===== config.mk =====
export PLATFORM = sky130hd
export DESIGN_NAME = sequence_gap_detector_unit
export DESIGN_NICKNAME = d
export VERILOG_FILES = /design/src/hdl/sgd_pkg.sv /design/src/hdl/sgd_in_stage.sv /design/src/hdl/sgd_tracker.sv /design/src/hdl/sequence_gap_detector_unit.sv
export SDC_FILE = /design/constraint.sdc
export NUM_CORES = 1
export LEC_CHECK = 0
export BUFFER_PORTS_ARGS = -buffer_cell sky130_fd_sc_hd__buf_4
export CAP_MARGIN = 15
export CORE_AREA = 2 2 235 144
export DETAILED_ROUTE_END_ITERATION = 8
export DIE_AREA = 0 0 237 146
export PLACE_DENSITY_LB_ADDON = 0.15
export SETUP_SLACK_MARGIN = 0.1
export SYNTH_ARGS = -nofsm -noshare
export SYNTH_HDL_FRONTEND = slang
export SYNTH_HIERARCHICAL = 1
export SYNTH_SLANG_ARGS = --single-unit

===== constraint.sdc =====
create_clock -name i_clk -period 5.9 [get_ports i_clk]
set_input_delay 0.295 -clock i_clk [delete_from_list [all_inputs] [get_ports i_clk]]
set_output_delay 0.295 -clock i_clk [all_outputs]
set_load 0.02 [all_outputs]

===== src/hdl/sgd_pkg.sv =====
`timescale 1ns / 1ps
// ----------------------------------------------------------------------------
// sgd_pkg
// Shared types and constants for the sequence gap detector: request layout,
// opcodes, status codes and fixed field widths.
// ----------------------------------------------------------------------------
package sgd_pkg;

    // fixed field widths of the request and result
    localparam int SEQ_PORT_W   = 32;
    localparam int THRESH_W     = 16;
    localparam int STATUS_W     = 3;
    localparam int GAP_COUNT_W  = 32;
    localparam int LOST_W       = 64;

    // request opcodes
    typedef enum logic {
        OP_CHECK = 1'b0,
        OP_CLEAR = 1'b1
    } t_opcode;

    // result status codes
    typedef enum logic [STATUS_W-1:0] {
        ST_ARMED     = 3'd0,
        ST_IN_ORDER  = 3'd1,
        ST_GAP       = 3'd2,
        ST_SMALL_GAP = 3'd3,
        ST_BEHIND    = 3'd4,
        ST_CLEARED   = 3'd5
    } t_status;

    // one registered request
    typedef struct packed {
        t_opcode                 opcode;
        logic [SEQ_PORT_W-1:0]   seq_num;
    } t_request;

endpackage


===== src/hdl/sgd_in_stage.sv =====
`timescale 1ns / 1ps
// ----------------------------------------------------------------------------
// sgd_in_stage
// Input register for requests. Holds one request and passes it on when the
// result side can take it; stalls the sender only while full and blocked.
// ----------------------------------------------------------------------------
module sgd_in_stage (
    input  logic                    i_clk,
    input  logic                    i_rst_n,
    input  logic                    i_in_valid,
    output logic                    o_in_stall,
    input  sgd_pkg::t_request       i_request,
    input  logic                    i_advance_ok,
    output logic                    o_advance,
    output sgd_pkg::t_request       o_request
);
    import sgd_pkg::*;

    logic     r_valid;
    logic     n_valid;
    t_request r_request;
    logic     w_take;

    // request moves on when the result register is free this cycle
    assign o_advance  = r_valid && i_advance_ok;
    assign o_in_stall = r_valid && !i_advance_ok;
    assign w_take     = i_in_valid && !o_in_stall;
    assign o_request  = r_request;

    // occupancy of the input register
    always_comb begin
        n_valid = r_valid;
        if (w_take) begin
            n_valid = 1'b1;
        end else if (o_advance) begin
            n_valid = 1'b0;
        end
    end

    always_ff @(posedge i_clk) begin
        if (!i_rst_n) begin
            r_valid <= 1'b0;
        end else begin
            r_valid <= n_valid;
        end
    end

    // payload capture
    always_ff @(posedge i_clk) begin
        if (w_take) begin
            r_request <= i_request;
        end
    end

endmodule


===== src/hdl/sgd_tracker.sv =====
`timescale 1ns / 1ps
// ----------------------------------------------------------------------------
// sgd_tracker
// Sequence tracking state, gap statistics and the result register. One
// compare and subtract per request decides the status and updates state.
// ----------------------------------------------------------------------------
module sgd_tracker #(
    parameter int SEQ_W = 32
) (
    input  logic                                i_clk,
    input  logic                                i_rst_n,
    input  logic                                i_cfg_write,
    input  logic [sgd_pkg::THRESH_W-1:0]        i_cfg_data,
    input  logic                                i_load,
    input  sgd_pkg::t_request                   i_request,
    input  logic                                i_out_stall,
    output logic                                o_load_ok,
    output logic                                o_out_valid,
    output logic                                o_gap_detected,
    output logic [sgd_pkg::STATUS_W-1:0]        o_status,
    output logic [sgd_pkg::SEQ_PORT_W-1:0]      o_gap_len,
    output logic [sgd_pkg::GAP_COUNT_W-1:0]     o_gap_total,
    output logic [sgd_pkg::LOST_W-1:0]          o_total_lost,
    output logic [sgd_pkg::SEQ_PORT_W-1:0]      o_last_gap
);
    import sgd_pkg::*;

    localparam int CMP_W = (SEQ_W > THRESH_W) ? SEQ_W : THRESH_W;

    // configuration and tracking state
    logic [THRESH_W-1:0]    r_threshold;
    logic                   r_armed;
    logic                   n_armed;
    logic [SEQ_W-1:0]       r_expected;
    logic [SEQ_W-1:0]       n_expected;
    logic [GAP_COUNT_W-1:0] r_gap_count;
    logic [GAP_COUNT_W-1:0] n_gap_count;
    logic [LOST_W-1:0]      r_lost;
    logic [LOST_W-1:0]      n_lost;
    logic [SEQ_W-1:0]       r_last_gap;
    logic [SEQ_W-1:0]       n_last_gap;

    // result register
    logic                   r_out_valid;
    logic                   r_gap_detected;
    logic                   n_gap_detected;
    t_status                r_status;
    t_status                n_status;
    logic [SEQ_W-1:0]       r_gap_len;
    logic [SEQ_W-1:0]       n_gap_len;

    logic [SEQ_W-1:0]       w_num;
    logic [SEQ_W-1:0]       w_diff;
    logic [SEQ_W-1:0]       w_num_inc;

    assign o_load_ok = !r_out_valid || !i_out_stall;
    assign w_num     = SEQ_W'(i_request.seq_num);
    assign w_diff    = w_num - r_expected;
    assign w_num_inc = w_num + SEQ_W'(1);

    // per-request decision and state update
    always_comb begin
        n_armed        = r_armed;
        n_expected     = r_expected;
        n_gap_count    = r_gap_count;
        n_lost         = r_lost;
        n_last_gap     = r_last_gap;
        n_gap_detected = 1'b0;
        n_gap_len      = '0;
        n_status       = ST_CLEARED;
        if (i_request.opcode == OP_CLEAR) begin
            n_armed     = 1'b0;
            n_expected  = '0;
            n_gap_count = '0;
            n_lost      = '0;
            n_last_gap  = '0;
            n_status    = ST_CLEARED;
        end else if (!r_armed) begin
            n_armed    = 1'b1;
            n_expected = w_num_inc;
            n_status   = ST_ARMED;
        end else if (w_num == r_expected) begin
            n_expected = w_num_inc;
            n_status   = ST_IN_ORDER;
        end else if (w_num > r_expected) begin
            n_expected = w_num_inc;
            n_gap_len  = w_diff;
            if (CMP_W'(w_diff) >= CMP_W'(r_threshold)) begin
                n_gap_count    = r_gap_count + GAP_COUNT_W'(1);
                n_lost         = r_lost + LOST_W'(w_diff);
                n_last_gap     = w_diff;
                n_gap_detected = 1'b1;
                n_status       = ST_GAP;
            end else begin
                n_status = ST_SMALL_GAP;
            end
        end else begin
            n_expected = w_num_inc;
            n_status   = ST_BEHIND;
        end
    end

    // control state and configuration
    always_ff @(posedge i_clk) begin
        if (!i_rst_n) begin
            r_threshold <= THRESH_W'(1);
            r_armed     <= 1'b0;
            r_expected  <= '0;
            r_gap_count <= '0;
            r_lost      <= '0;
            r_last_gap  <= '0;
            r_out_valid <= 1'b0;
        end else begin
            if (i_cfg_write) begin
                r_threshold <= i_cfg_data;
            end
            if (i_load) begin
                r_armed     <= n_armed;
                r_expected  <= n_expected;
                r_gap_count <= n_gap_count;
                r_lost      <= n_lost;
                r_last_gap  <= n_last_gap;
                r_out_valid <= 1'b1;
            end else if (!i_out_stall) begin
                r_out_valid <= 1'b0;
            end
        end
    end

    // result payload
    always_ff @(posedge i_clk) begin
        if (i_load) begin
            r_gap_detected <= n_gap_detected;
            r_status       <= n_status;
            r_gap_len      <= n_gap_len;
        end
    end

    assign o_out_valid    = r_out_valid;
    assign o_gap_detected = r_gap_detected;
    assign o_status       = r_status;
    assign o_gap_len      = SEQ_PORT_W'(r_gap_len);
    assign o_gap_total    = r_gap_count;
    assign o_total_lost   = r_lost;
    assign o_last_gap     = SEQ_PORT_W'(r_last_gap);

endmodule


===== src/hdl/sequence_gap_detector_unit.sv =====
`timescale 1ns / 1ps
// ----------------------------------------------------------------------------
// sequence_gap_detector_unit
// Follows packet sequence numbers and reports forward gaps, reordered or
// duplicate packets and running loss statistics.
// ----------------------------------------------------------------------------
// Usage:
//   Request channel: i_in_valid / o_in_stall with i_opcode and
//   i_seq_num. A request is taken at a clock edge with valid high
//   and stall low. Opcode check tracks the number, opcode clear resets the
//   tracker and statistics (the threshold is kept).
//   Result channel: o_out_valid / i_out_stall, one result per request, in
//   order. Statistics fields show the values after the update.
//   Config channel: i_cfg_valid / o_cfg_ready with i_cfg_data, the gap
//   threshold. Ready is always high; write only while no request is in flight.
//   The request sits in the input register, and the result register loads
//   from it when that register is free. Throughput: one request per cycle
//   while the receiver does not stall, set by the single compare and
//   subtract between the two registers.
//   Reset: synchronous, active low; tracker disarmed, statistics zero,
//   threshold one, both pipeline registers empty.
//   Back pressure: while the receiver stalls, the result holds; the input
//   register still fills, and the sender is stalled only when both are full.
// ----------------------------------------------------------------------------
module sequence_gap_detector_unit #(
    parameter int SEQUENCE_BITS = 32
) (
    input  logic                                i_clk,
    input  logic                                i_rst_n,
    input  logic                                i_in_valid,
    output logic                                o_in_stall,
    input  logic                                i_opcode,
    input  logic [sgd_pkg::SEQ_PORT_W-1:0]      i_seq_num,
    output logic                                o_out_valid,
    input  logic                                i_out_stall,
    output logic                                o_gap_detected,
    output logic [sgd_pkg::STATUS_W-1:0]        o_status,
    output logic [sgd_pkg::SEQ_PORT_W-1:0]      o_gap_len,
    output logic [sgd_pkg::GAP_COUNT_W-1:0]     o_gap_total,
    output logic [sgd_pkg::LOST_W-1:0]          o_total_lost,
    output logic [sgd_pkg::SEQ_PORT_W-1:0]      o_last_gap,
    input  logic                                i_cfg_valid,
    output logic                                o_cfg_ready,
    input  logic [sgd_pkg::THRESH_W-1:0]        i_cfg_data
);
    import sgd_pkg::*;

    // tracked width: header numbers are truncated or zero extended to it
    localparam int SEQ_W = SEQUENCE_BITS;

    t_request w_in_request;
    t_request w_s1_request;
    logic     w_advance;
    logic     w_load_ok;

    assign w_in_request.opcode  = t_opcode'(i_opcode);
    assign w_in_request.seq_num = i_seq_num;
    assign o_cfg_ready          = 1'b1;

    // input register
    sgd_in_stage u_in_stage (
        .i_clk        (i_clk),
        .i_rst_n      (i_rst_n),
        .i_in_valid   (i_in_valid),
        .o_in_stall   (o_in_stall),
        .i_request    (w_in_request),
        .i_advance_ok (w_load_ok),
        .o_advance    (w_advance),
        .o_request    (w_s1_request)
    );

    // tracking logic and result register
    sgd_tracker #(
        .SEQ_W (SEQ_W)
    ) u_tracker (
        .i_clk          (i_clk),
        .i_rst_n        (i_rst_n),
        .i_cfg_write    (i_cfg_valid && o_cfg_ready),
        .i_cfg_data     (i_cfg_data),
        .i_load         (w_advance),
        .i_request      (w_s1_request),
        .i_out_stall    (i_out_stall),
        .o_load_ok      (w_load_ok),
        .o_out_valid    (o_out_valid),
        .o_gap_detected (o_gap_detected),
        .o_status       (o_status),
        .o_gap_len      (o_gap_len),
        .o_gap_total    (o_gap_total),
        .o_total_lost   (o_total_lost),
        .o_last_gap     (o_last_gap)
    );

endmodule

======== Yosys cells after proc, flatten, opt, wreduce, memory -nomap -nowiden ========
Cells that the tools add are included.
operators by class
  add/subtract/negate cells ............... 4
  multiply operators ...................... 0
  divide/modulo/power cells ............... 0
  order comparisons ....................... 2
  eq/ne operators ......................... 3
  shift operators ......................... 0
  mux-type cells .......................... 26
  bitwise gates (word level) .............. 2
  reduce and logical (&&, ||, !) cells .... 14
operators with widths
  cell                                                                     count
  32-bit 2-to-1 mux                                                        11
  64-bit 2-to-1 mux                                                        5
  32-bit by 1-bit adder with 32-bit output, second input constant          2
  64-bit by 32-bit adder with 64-bit output                                1
  32-bit == test                                                           1
  32-bit by 16-bit greater-or-equal comparator with 1-bit output           1
  32-bit greater-than comparator                                           1
  32-bit subtractor                                                        1
  3-bit 2-to-1 mux                                                         3
  2-bit nonzero test                                                       4
  1-bit 2-to-1 mux                                                         7
  5-bit AND reduction                                                      1
  1-bit zero test                                                          4
  4-bit OR reduction                                                       1
  1-bit logical AND                                                        3
  2-bit by 1-bit inequality test with 1-bit output, second input constant  1
  2-bit inequality test, second input constant                             1
  1-bit NOT                                                                2
  1-bit logical OR                                                         1
storage, ports and cells
  bits in registers ....................... 248
  latch bits .............................. 0
  memory bits (writable) .................. 0
  bits in read-only memories .............. 0
  output and inout port bits .............. 167
  word-level logic and storage cells ...... 65
  memories ................................ 0

======== Longest topological paths before layout ========
Gate-level depths: netlist of run 1.
  depth after elaboration ................. 7
  gate-level depth with buffers ........... 24
  depth with buffers taken out ............ 22

======== Hierarchy ========
The synthesis of run 1 kept the hierarchy.
modules (own cells, without submodules)
  module                      instances  cells each  area each (µm²)  seq. area each (µm²)
  sgd_tracker                 1          1,553       13,431.6         4,644.5
  sgd_in_stage                1          38          1,044.8          1,011.0
  sequence_gap_detector_unit  1          2           11.3             0.0

======== Worst setup path after synthesis of run 1 ========
OpenSTA, ideal clock, no wires.
  path kind ............................... register to register
  start ................................... register u_in_stage.r_request, in the netlist u_in_stage/o_request[2]
  end ..................................... register u_tracker.r_lost[59] (netlist: u_tracker/o_total_lost[59])
  library setup time ...................... 70 ps
  arrival time ............................ 4,591 ps
  required time ........................... 5,830 ps
  slack ................................... 1,238 ps
  cell stages (with the launch flop) ...... 22
  clock period less this slack ............ 4,662 ps
  path through ............................ edfxtp_1 -> ha_1 -> o211ai_1 -> a21o_1 -> nand2b_1 -> nor2_1 -> o31ai_1 -> nand3_1 -> nand2_1 -> xor2_1 -> ha_1 -> nand2_1 -> or3_1 -> a211o_1 -> nand3b_1 -> a21oi_1 -> o21a_1 -> o2111a_1 -> nor2_1 -> nand3_2 -> or4_1 -> a21oi_1
between the ends
  longest elaborated chain between the ends .. 7
  elaborated cells between the ends (all ways) .. 14
  those cells by class .................... 2 x add/sub; 2 x order compare; 2 x eq/ne; 5 x mux; 3 x reduce/logical
ends and longest elaborated chain
  item                                       RTL line            RTL
  from (decl)                                sgd_in_stage.sv:21  t_request r_request;
  from (signal assigned)                     sgd_in_stage.sv:51  r_request <= i_request;
  32-bit subtractor *                        sgd_tracker.sv:58   assign w_diff = w_num - r_expected;
  named net u_tracker.w_diff[11]             sgd_tracker.sv:53   logic [SEQ_W-1:0] w_diff;
  64-bit by 32-bit adder with 64-bit output  sgd_tracker.sv:90   n_lost = r_lost + LOST_W'(w_diff);
  64-bit 2-to-1 mux                          sgd_tracker.sv:88   if (CMP_W'(w_diff) >= CMP_W'(r_threshold)) begin
  64-bit 2-to-1 mux                          sgd_tracker.sv:85   end else if (w_num > r_expected) begin
  64-bit 2-to-1 mux                          sgd_tracker.sv:82   end else if (w_num == r_expected) begin
  64-bit 2-to-1 mux                          sgd_tracker.sv:78   end else if (!r_armed) begin
  64-bit 2-to-1 mux                          sgd_tracker.sv:71   if (i_request.opcode == OP_CLEAR) begin
  to (signal assigned)                       sgd_tracker.sv:121  r_lost <= n_lost;
  to (decl)                                  sgd_tracker.sv:38   logic [LOST_W-1:0] r_lost;
Mark *: on every way through the listed nets, which the timed path passes. The rest lies on a longest branch. The select of a mux whose other input is x is not followed.
A chain may end at the register's enable or synchronous reset.

======== Worst setup path in the final report of run 1 ========
  start ................................... register u_in_stage.r_request, in the netlist u_in_stage/o_request[4]
  end ..................................... register u_tracker.r_lost[59] (netlist: u_tracker/o_total_lost[59])
The elaborated chain is that of the path after synthesis.

==> results of run 1 <==
-- stage by stage --
step                      cells  total power, mW  setup slack, ns  utilization  hold slack, ns
final                      2298             4.48            0.423        0.560           0.123
after global routing       2298             4.67            0.105        0.560           0.126
after CTS                  2293             4.49            0.240        0.557           0.100
after detailed placement   2195             2.74            0.281        0.513           0.455
after global placement     2195             2.73            0.531        0.513           0.456
after floorplan            1593             2.45             1.24            -           0.394
-- layer usage --
metal | track usage | vias up | part of all wire
met2 | 0.360 | 568 | 0.39
met1 | 0.413 | 6512 | 0.50
met4 | 0.0573 | 0 | 0.019
li1 | - | 6427 | -
met5 | 0 | - | 0
met3 | 0.0503 | 60 | 0.091
-- timing repair --
item	in CTS	in global routing
endpoints found under the hold margin	51	0
hold buffers	51	0
buffers inserted	0	1
setup endpoints to repair	0	93
resized for setup	0	7
-- layout by cell type (no fill, tap or decap), types with 20 or more instances in the layout --
cell / n
inv_1: 79
a22o_1: 44
nand4_1: 37
mux2i_1: 23
a21oi_1: 118
and3_1: 53
dfxtp_1: 179
o31ai_1: 20
nor2_1: 97
o22ai_1: 33
buf_4: 255
ha_1: 86
edfxtp_1: 69
dlygate4sd3_1: 51
o21ai_0: 39
xor2_1: 42
or4_1: 23
a21o_1: 26
or3_1: 23
nand2_1: 129
and2_1: 46
xnor2_1: 44
clkbuf_16: 29
nand3_1: 67
-- report_power, final --
part           switching [mW]  internal, mW  leakage, nW
Combinational           0.561         0.360         4.81
Sequential             0.0389          1.80         2.10
Clock                   0.711          1.01        0.440
-- layout make-up --
class | instances | area, sq um | share of cell area
multi-input combinational | 1190 | 8190 | 0.454
sequential | 248 | 5660 | 0.313
timing repair buffer | 309 | 2480 | 0.138
clock buffer | 38 | 783 | 0.0434
tap | 424 | 531 | 0.0294
inverter | 80 | 300 | 0.0166
clock inverter | 9 | 100 | 0.00555
-- kinds of logic (layout without fill, tap and decap cells) --
family                   Yosys count  in the layout  share of synthesized area
flip-flops                       248            248                      0.390
multiplexers                      25             25                     0.0174
adder cells (fa/ha/maj)           88             88                     0.0770
buffers and inverters            157            436                     0.0492
other                              1              1                   0.000259
XOR/XNOR                          87             87                     0.0526
AO/OA/AOI/OAI                    418            418                      0.201
AND/OR/NAND/NOR                  569            571                      0.212
-- path summary, 6_finish.rpt --
path                           startpoint                    endpoint
setup / recovery  u_in_stage/o_request[4]  u_tracker/o_total_lost[59]
setup reg to reg  u_in_stage/o_request[4]  u_tracker/o_total_lost[59]
hold reg to reg   u_tracker/o_last_gap[6]     u_tracker/o_last_gap[6]
hold / removal                    i_rst_n    u_tracker/r_threshold[0]
-- worst max-delay path, delay by kind of cell, from the launching register on --
kind / cells / cell delay (ns)
xor gates and xnor gates: 1 / 0.13
adders and majority gates: 2 / 0.78
buffers and inverters: 1 / 0.17
AOI/OAI and AO/OA: 9 / 2.09
and+or+nand+nor: 7 / 1.75
DFF: 1 / 0.45
-- sequential cells by signal (all words and copies together), names as in the netlist --
name / count
u_in_stage/o_request: 33
u_in_stage/r_valid: 1
u_tracker/o_gap_detected: 1
u_tracker/o_gap_len: 32
u_tracker/o_gap_total: 32
u_tracker/o_last_gap: 32
u_tracker/o_out_valid: 1
u_tracker/o_status: 3
u_tracker/o_total_lost: 64
u_tracker/r_armed: 1
u_tracker/r_expected: 32
u_tracker/r_threshold: 16
-- cells in the mapped netlist (21+ instances only) --
library cell  count
nand2_1         129
o21ai_0          39
clkbuf_1         39
or3_1            23
mux2i_1          23
or4_1            23
a22o_1           44
a21o_1           26
ha_1             86
a21oi_1         119
o22ai_1          33
o31ai_1          21
and2_1           47
xor2_1           43
xnor2_1          44
edfxtp_1         69
inv_1            79
nand4_1          37
dfxtp_1         179
nand3_1          67
and3_1           53
nor2_1           97
==> reports/metrics.csv, run 1 <==
metric,value,unit
status,"complete, no violations",
CORE AREA,32200,sq um
Final setup viols,0,
share of the synthesized area in the top cell type,0.247,
Main synth FF type,dfxtp_1,
diodes inserted,0,
"setup slack, reg-to-reg",0.42,ns
fill cell count,2875,
Final Hold Fails,0,
die area,34600,sq um
post-route cell area,18000,sq um
setup TNS,0,ns
"slowest stage cell, crit path",or4_1,
drt drc,0,
Die Ht,146,um
number of synthesized flops with an enable pin,69,
Layout Skew,0.0201,ns
layout cells sized above 1,0.187,
Worst Setup Start Kind,flip-flop,
Worst Path Required,6.37,ns
Rows,51,
Cell variety after synth,94,
Overall Global Routing Usage,0.262,
Mapped Nets,1735,
synth warn,6,
Mapped Area,14500,sq um
"Seq/Total Area, Yosys",0.390,
Longest Clk Path Bufs,3,
total gr overflow,0,
initial antenna violation count,0,
Cells after Synth,1593,
RePlAce Congestion,0.904,
Max Freq,0.183,GHz
Max-cap violations,0,
syn avg cell area,9.09,sq um
RSZ-0062 raised after global routing,no,
arrival time worst endpoint,5.95,ns
DP Area,16500,sq um
Post-DRT Antenna Nets,0,
WHS Path Cells,2,
CP dominant cell by count,a21oi_1,
critical path class,flip-flop to flip-flop,
port bufs,219,
router iterations before antenna repair,6,
total length of routed wires,47100,um
WL/cell,20.5,um
number of global-route vias before repair,12238,
nets@finish,1997,
fin crit share,0.928,
vias per cell,5.90,
Num CTS Buffers,26,
Root Buffer,clkbuf_16,
Synth async-reset ratio,0,
Initial Util,0.450,
first-pass GRT wire length,71600,um
min-delay worst type,input pin to flip-flop,
critical path's largest stage delay,0.53,ns
largest net degree at the start of global routing,70,
Worst Setup End Kind,flip-flop,
DP HPWL,34600,um
Slew HR,0.357,
total I/O pin count,221,
Sink Count,248,
Worst Max-Slew Pin Slew,0.962,ns
H-Tree Level Count,1,
"flops & latches, synth",248,
"Reg clk slew, reported paths",0.07,ns
Synth area leaders,"dfxtp_1 (25%), edfxtp_1 (14%), ha_1 (7.4%)",
PwrDens,248,nW/um^2
Max Transition Viols Final,0,
crit path cell chain,ha_1 > a21o_1 > a21oi_2 > nand2_1 > a21o_1 > a21oi_1 > xnor2_1 > buf_4 > ha_1 > nand2_1 > or3_1 > a211o_1 > nand3b_1 > a21oi_1 > o21a_1 > o2111a_1 > nor2_1 > nand3_4 > or4_1 > a21oi_1,
Synth area leader,dfxtp_1,
Leakage,7.35,nW
Die X,237,um
Iter 0 DRT Violations,1224,
synth-to-layout area growth,24.5,%
worst skew pair latency,0.55,ns
TritonCTS clock tree,built,
crit-path max FO,18,
vias post-DR,13567,
fin crit period,5.48,ns
Max rail drop VDD,0.194,mV
Reg2Reg Depth,20,
(Power assumes the default switching activity.)
==> inputs of run 2 (changes only) <==
ABC_AREA = 1   (was default)
CORE_AREA = 2 2 254 156   (was 2 2 235 144)
DIE_AREA = 0 0 256 158   (was 0 0 237 146)
==> run 2 against run 1 <==
Against the previous run: setup slack better by 0.078 ns; die area up 17%; largest cell class unchanged; largest power group unchanged; highest routed layer unchanged; count of clock-buffer cells in the layout up 1; combinational power up 3.0%; synthesized area up 17%; critical path depth up 2; sequential share of layout area down 3.4 points; critical path type unchanged.
==> reports/metrics.csv, run 2 <==
metric,value,unit
total gr overflow,0,
synth-to-layout area growth,19.1,%
max reg flops,64,
Max rail drop VDD,0.239,mV
router iterations before antenna repair,7,
total I/O pin count,221,
Leakage,8.66,nW
synth warn,6,
Synth async-reset ratio,0,
Post-DRT Antenna Nets,0,
Cells after Synth,2623,
Mapped Area,17000,sq um
drt drc,0,
"Reg clk slew, reported paths",0.06,ns
crit-path max FO,111,
"flops & latches, synth",248,
post-route cell area,20200,sq um
DP Area,19100,sq um
RSZ-0062 raised after global routing,no,
Main synth FF type,dfxtp_1,
WL/cell,18.6,um
DP HPWL,48100,um
port bufs,219,
H-Tree Level Count,1,
status,"complete, no violations",
vias per cell,5.38,
Slew HR,0.236,
Worst Setup Start Kind,flip-flop,
largest net degree at the start of global routing,112,
Worst Path Required,6.31,ns
RePlAce Congestion,1.00,
vias post-DR,18172,
"non-filler cells, final",3375,
highest-count cells in the layout ignoring fill and taps,"nand2_1 (680), inv_1 (350), nor2_1 (326), a21oi_1 (260), buf_4 (235)",
Root Buffer,clkbuf_16,
most frequent cell after synthesis,nand2_1,
total length of routed wires,62700,um
PnR worst setup slack,0.501,ns
nets@finish,2976,
TritonCTS clock tree,built,
number of synthesized flops with an enable pin,69,
dpl cells,3294,
Cell variety after synth,47,
worst skew pair latency,0.57,ns
min-delay worst type,input pin to flip-flop,
die area,40400,sq um
worst r2r src,u_in_stage/o_request[9],
Max-cap violations,0,
critical path class,flip-flop to flip-flop,
share of the synthesized area in the top cell type,0.211,
arrival time worst endpoint,5.80,ns
diodes inserted,0,
Worst Setup End Kind,flip-flop,
number of global-route vias before repair,15989,
Longest Clk Path Bufs,3,
Iter 0 DRT Violations,1986,
Max Freq,0.185,GHz
initial antenna violation count,0,
pre-CTS WS,0.673,ns
Sink Count,248,
"commonest non-fill, non-tap cell in the layout",nand2_1,
"Seq/Total Area, Yosys",0.333,
Die X,256,um
Layout Skew,0.0146,ns
fin crit share,0.915,
setup TNS,0,ns
Overall Global Routing Usage,0.300,
Worst Hold Launch,i_out_stall,
Initial Util,0.443,
Synth area leader,dfxtp_1,
Mapped Nets,2765,
Critical Path Start,u_in_stage/o_request[9],
Die Ht,158,um
syn avg cell area,6.48,sq um
first-pass GRT wire length,94400,um
Max Transition Viols Final,0,
layout cells sized above 1,0.109,
Final Hold Fails,0,
CORE AREA,38300,sq um
most instantiated cells after synthesis,"nand2_1 (682), inv_1 (351), nor2_1 (327), a21oi_1 (260), nand3_1 (190)",
Post CTS Setup Buffer Count,0,
PwrDens,216,nW/um^2
Synth area leaders,"dfxtp_1 (21%), nand2_1 (15%), edfxtp_1 (12%)",
Num CTS Buffers,26,
fin crit period,5.40,ns
Final setup viols,0,
Worst Max-Slew Pin Slew,1.14,ns
Rows,56,
[run 2: cell families after synthesis]
| logic type | after synthesis | share of synthesized area |
|---|---|---|
| fa+ha+maj | 88 | 0.0657 |
| simple gates | 1376 | 0.341 |
| xor+xnor | 68 | 0.0351 |
| compound gates | 391 | 0.121 |
| buf+inv | 451 | 0.104 |
| flops | 248 | 0.333 |
| other cells | 1 | 0.000221 |
[run 2: per-stage QoR]
step / power [mW] / util / hold WS, ns
2_1_floorplan: 2.46 / - / 0.394
4_1_cts: 4.39 / 0.527 / 0.00883
3_5_place_dp: 2.78 / 0.498 / 0.458
6_report: 4.37 / 0.528 / 0.0297
5_1_grt: 4.57 / 0.528 / 0.0384
3_3_place_gp: 2.76 / 0.497 / 0.449
[run 2: cell type report]
cell class	count	area [sq um]
fillers	3996	18100
multi-input cells	1924	9600
flip-flops and latches	248	5660
repair buffers	271	2170
clock buffers	39	733
clock inverters	8	60.1
well taps	522	653
inverters	363	1370
[run 2: layer usage]
metal  vias to the layer above  wire (um)  global-route usage
met5                         -          0                   0
met4                         0        762              0.0423
met3                        52       6360              0.0594
met2                       783      23600               0.405
met1                      8396      31900               0.484
li1                       8941          -                   -
[run 2: timing repair]
item	in CTS	in global routing
resized for setup	0	0
endpoints found under the hold margin	33	0
hold buffers	33	0
endpoints found under the setup margin	0	0
[run 2: worst paths after layout]
| kind | end | slack (ns) | cells past startpoint |
|---|---|---|---|
| setup / recovery | u_tracker/o_total_lost[28] | 0.50 | 22 |
| hold / removal | u_tracker/o_out_valid | 0.03 | 3 |
| hold reg to reg | u_tracker/r_expected[5] | 0.47 | 2 |
| setup reg to reg | u_tracker/o_total_lost[28] | 0.50 | 22 |
[run 2: worst max-delay path: stages, from the launching register on]
cell	delay, ns
edfxtp_1	0.46
ha_1	0.43
nand2_1	0.12
nor2_1	0.37
nand3b_1	0.19
nand3_2	0.20
nand2_1	0.07
nand2_1	0.14
xor2_1	0.58
ha_1	0.35
nand2_1	0.08
nor2_1	0.05
a211oi_1	0.24
nand3_1	0.14
nor2_1	0.27
nand3_1	0.13
nor2_1	0.13
nand3_2	0.12
nand2_4	0.13
buf_12	0.44
inv_1	0.34
nand2_1	0.17
a21oi_1	0.07
[run 2: report_power, final]
part	switching [mW]	internal, mW
registers	0.0353	1.80
clock network	0.725	0.861
logic	0.648	0.300
total	1.41	2.96
==> inputs of run 3 (changes only) <==
==> constraint.sdc (replaced) <==
create_clock -name i_clk -period 5.9 [get_ports i_clk]
set_input_delay 1.18 -clock i_clk [delete_from_list [all_inputs] [get_ports i_clk]]
set_output_delay 1.18 -clock i_clk [all_outputs]
set_load 0.02 [all_outputs]
==> run 3 against run 2 <==
Against the previous run: first-iteration DRC count down 1.3%; die area is the same; worst hold slack better by 0.44 ns; flip-flop and latch count unchanged; power up 5.4%; non-clock buffer count shrank 36; final cell count fell by 0.98%; critical path depth unchanged; highest routed layer unchanged.
==> reports/metrics.csv, run 3 (synthesis gave the netlist of run 2 again) <==
metric,value,unit
status,"complete, no violations",
CP dominant cell by count,nand2_1,
die area,40400,sq um
PostCTS Resize Cnt,0,
RSZ-0062 raised after global routing,no,
"Reg clk slew, reported paths",0.07,ns
DP HPWL,47500,um
Final Hold Fails,0,
Leakage,8.58,nW
critical path's largest stage delay,0.55,ns
Iter 0 DRT Violations,1961,
total gr overflow,0,
"slowest stage cell, crit path",xor2_1,
nets@finish,2941,
Max Freq,0.192,GHz
Longest Clk Path Bufs,3,
router iterations before antenna repair,5,
arrival time worst endpoint,5.61,ns
"non-filler cells, final",3342,
Top delay family on crit path,simple AND/OR/NAND/NOR gates,
crit-path max FO,77,
RePlAce Congestion,0.964,
total length of routed wires,62200,um
number of global-route vias before repair,16037,
worst path bufs/invs,1,
Initial Util,0.443,
fin crit share,0.881,
critical path class,flip-flop to flip-flop,
layout cells sized above 1,0.111,
Slew HR,0.259,
Final setup viols,0,
Rows,56,
crit path cell chain,ha_1 > nand2_1 > nor2_1 > nand3b_1 > nand3_2 > nand2_1 > nand2_1 > xor2_1 > ha_1 > nand2_1 > nor2_1 > a211oi_1 > nand3_1 > nor2_1 > nand3_1 > nor2_1 > nand3_2 > nand2_4 > nand2_4 > buf_16 > nand2_1 > a21oi_1,
register area,5660,sq um
synth-to-layout area growth,17.9,%
vias per cell,5.38,
post-route cell area,20000,sq um
Post-DRT Antenna Nets,0,
diodes inserted,0,
port bufs,219,
pre-CTS WS,0.640,ns
Overall Global Routing Usage,0.299,
fill cell count,3907,
max reg flops,64,
setup TNS,0,ns
area of the multi-input gates,9600,sq um
Worst Setup Start Kind,flip-flop,
WL/cell,18.6,um
total I/O pin count,221,
largest net degree at the start of global routing,103,
Root Buffer,clkbuf_16,
worst skew pair latency,0.57,ns
min-delay worst type,flip-flop to flip-flop,
Worst Setup End Kind,flip-flop,
Num CTS Buffers,27,
Max rail drop VDD,0.187,mV
Worst Path Required,6.32,ns
highest-count cells in the layout ignoring fill and taps,"nand2_1 (680), inv_1 (350), nor2_1 (326), a21oi_1 (260), buf_4 (233)",
vias post-DR,17971,
dpl cells,3291,
Layout Skew,0.0122,ns
CORE AREA,38300,sq um
hold-fix buffers at CTS,0,
fin crit period,5.20,ns
TritonCTS clock tree,built,
Die X,256,um
Worst Max-Slew Pin Slew,1.11,ns
drt drc,0,
Max Transition Viols Final,0,
PnR worst setup slack,0.703,ns
"commonest non-fill, non-tap cell in the layout",nand2_1,
PwrDens,230,nW/um^2
DP Area,19000,sq um
Die Ht,158,um
first-pass GRT wire length,94600,um
Post CTS Setup Buffer Count,0,
Max-cap violations,0,
H-Tree Level Count,1,
Sink Count,248,
initial antenna violation count,0,
## run 3: worst paths after layout
kind / endpoint / cells past startpoint / start / slack, ns
hold / removal: u_tracker/r_expected[20] / 2 / u_tracker/r_expected[20] / 0.47
setup reg to reg: u_tracker/o_gap_total[19] / 22 / u_in_stage/o_request[7] / 0.70
setup / recovery: u_tracker/o_gap_total[19] / 22 / u_in_stage/o_request[7] / 0.70
hold reg to reg: u_tracker/r_expected[20] / 2 / u_tracker/r_expected[20] / 0.47
## run 3: layer usage
layer / vias to the layer above / GRT usage / routed length [um] / part of all wire
li1: 8866 / - / - / -
met1: 8266 / 0.478 / 31300 / 0.50
met2: 781 / 0.401 / 23400 / 0.38
met3: 58 / 0.0680 / 6490 / 0.10
met4: 0 / 0.0512 / 1010 / 0.016
met5: - / 0 / 0 / 0
## run 3: through the flow
stage | power (mW) | hold slack [ns] | utilization
6_report | 4.60 | 0.466 | 0.522
5_1_grt | 4.81 | 0.484 | 0.522
4_1_cts | 4.62 | 0.466 | 0.522
3_5_place_dp | 2.77 | 0.456 | 0.497
3_3_place_gp | 2.76 | 0.449 | 0.497
2_1_floorplan | 2.46 | 0.435 | -
## run 3: tightest hold or removal path: cells and delay by family (launching register included)
family,cells,cell delay (ns)
DFF,1,0.31
AOI/OAI and AO/OA,1,0.06
and+or+nand+nor,1,0.06
## run 3: area by class of cell
cell class / instances / share of cell area
inverters: 363 / 0.0682
clock buffers: 34 / 0.0376
repair buffers: 235 / 0.0897
clock inverters: 16 / 0.0100
well taps: 522 / 0.0326
flip-flops and latches: 248 / 0.282
multi-input cells: 1924 / 0.479
## run 3: power breakdown
part           internal [mW]  total (mW)  leakage [nW]  switching [mW]
Clock                   1.08        1.84         0.460           0.758
Combinational          0.283       0.927          5.98           0.643
Sequential              1.80        1.83          2.14          0.0358
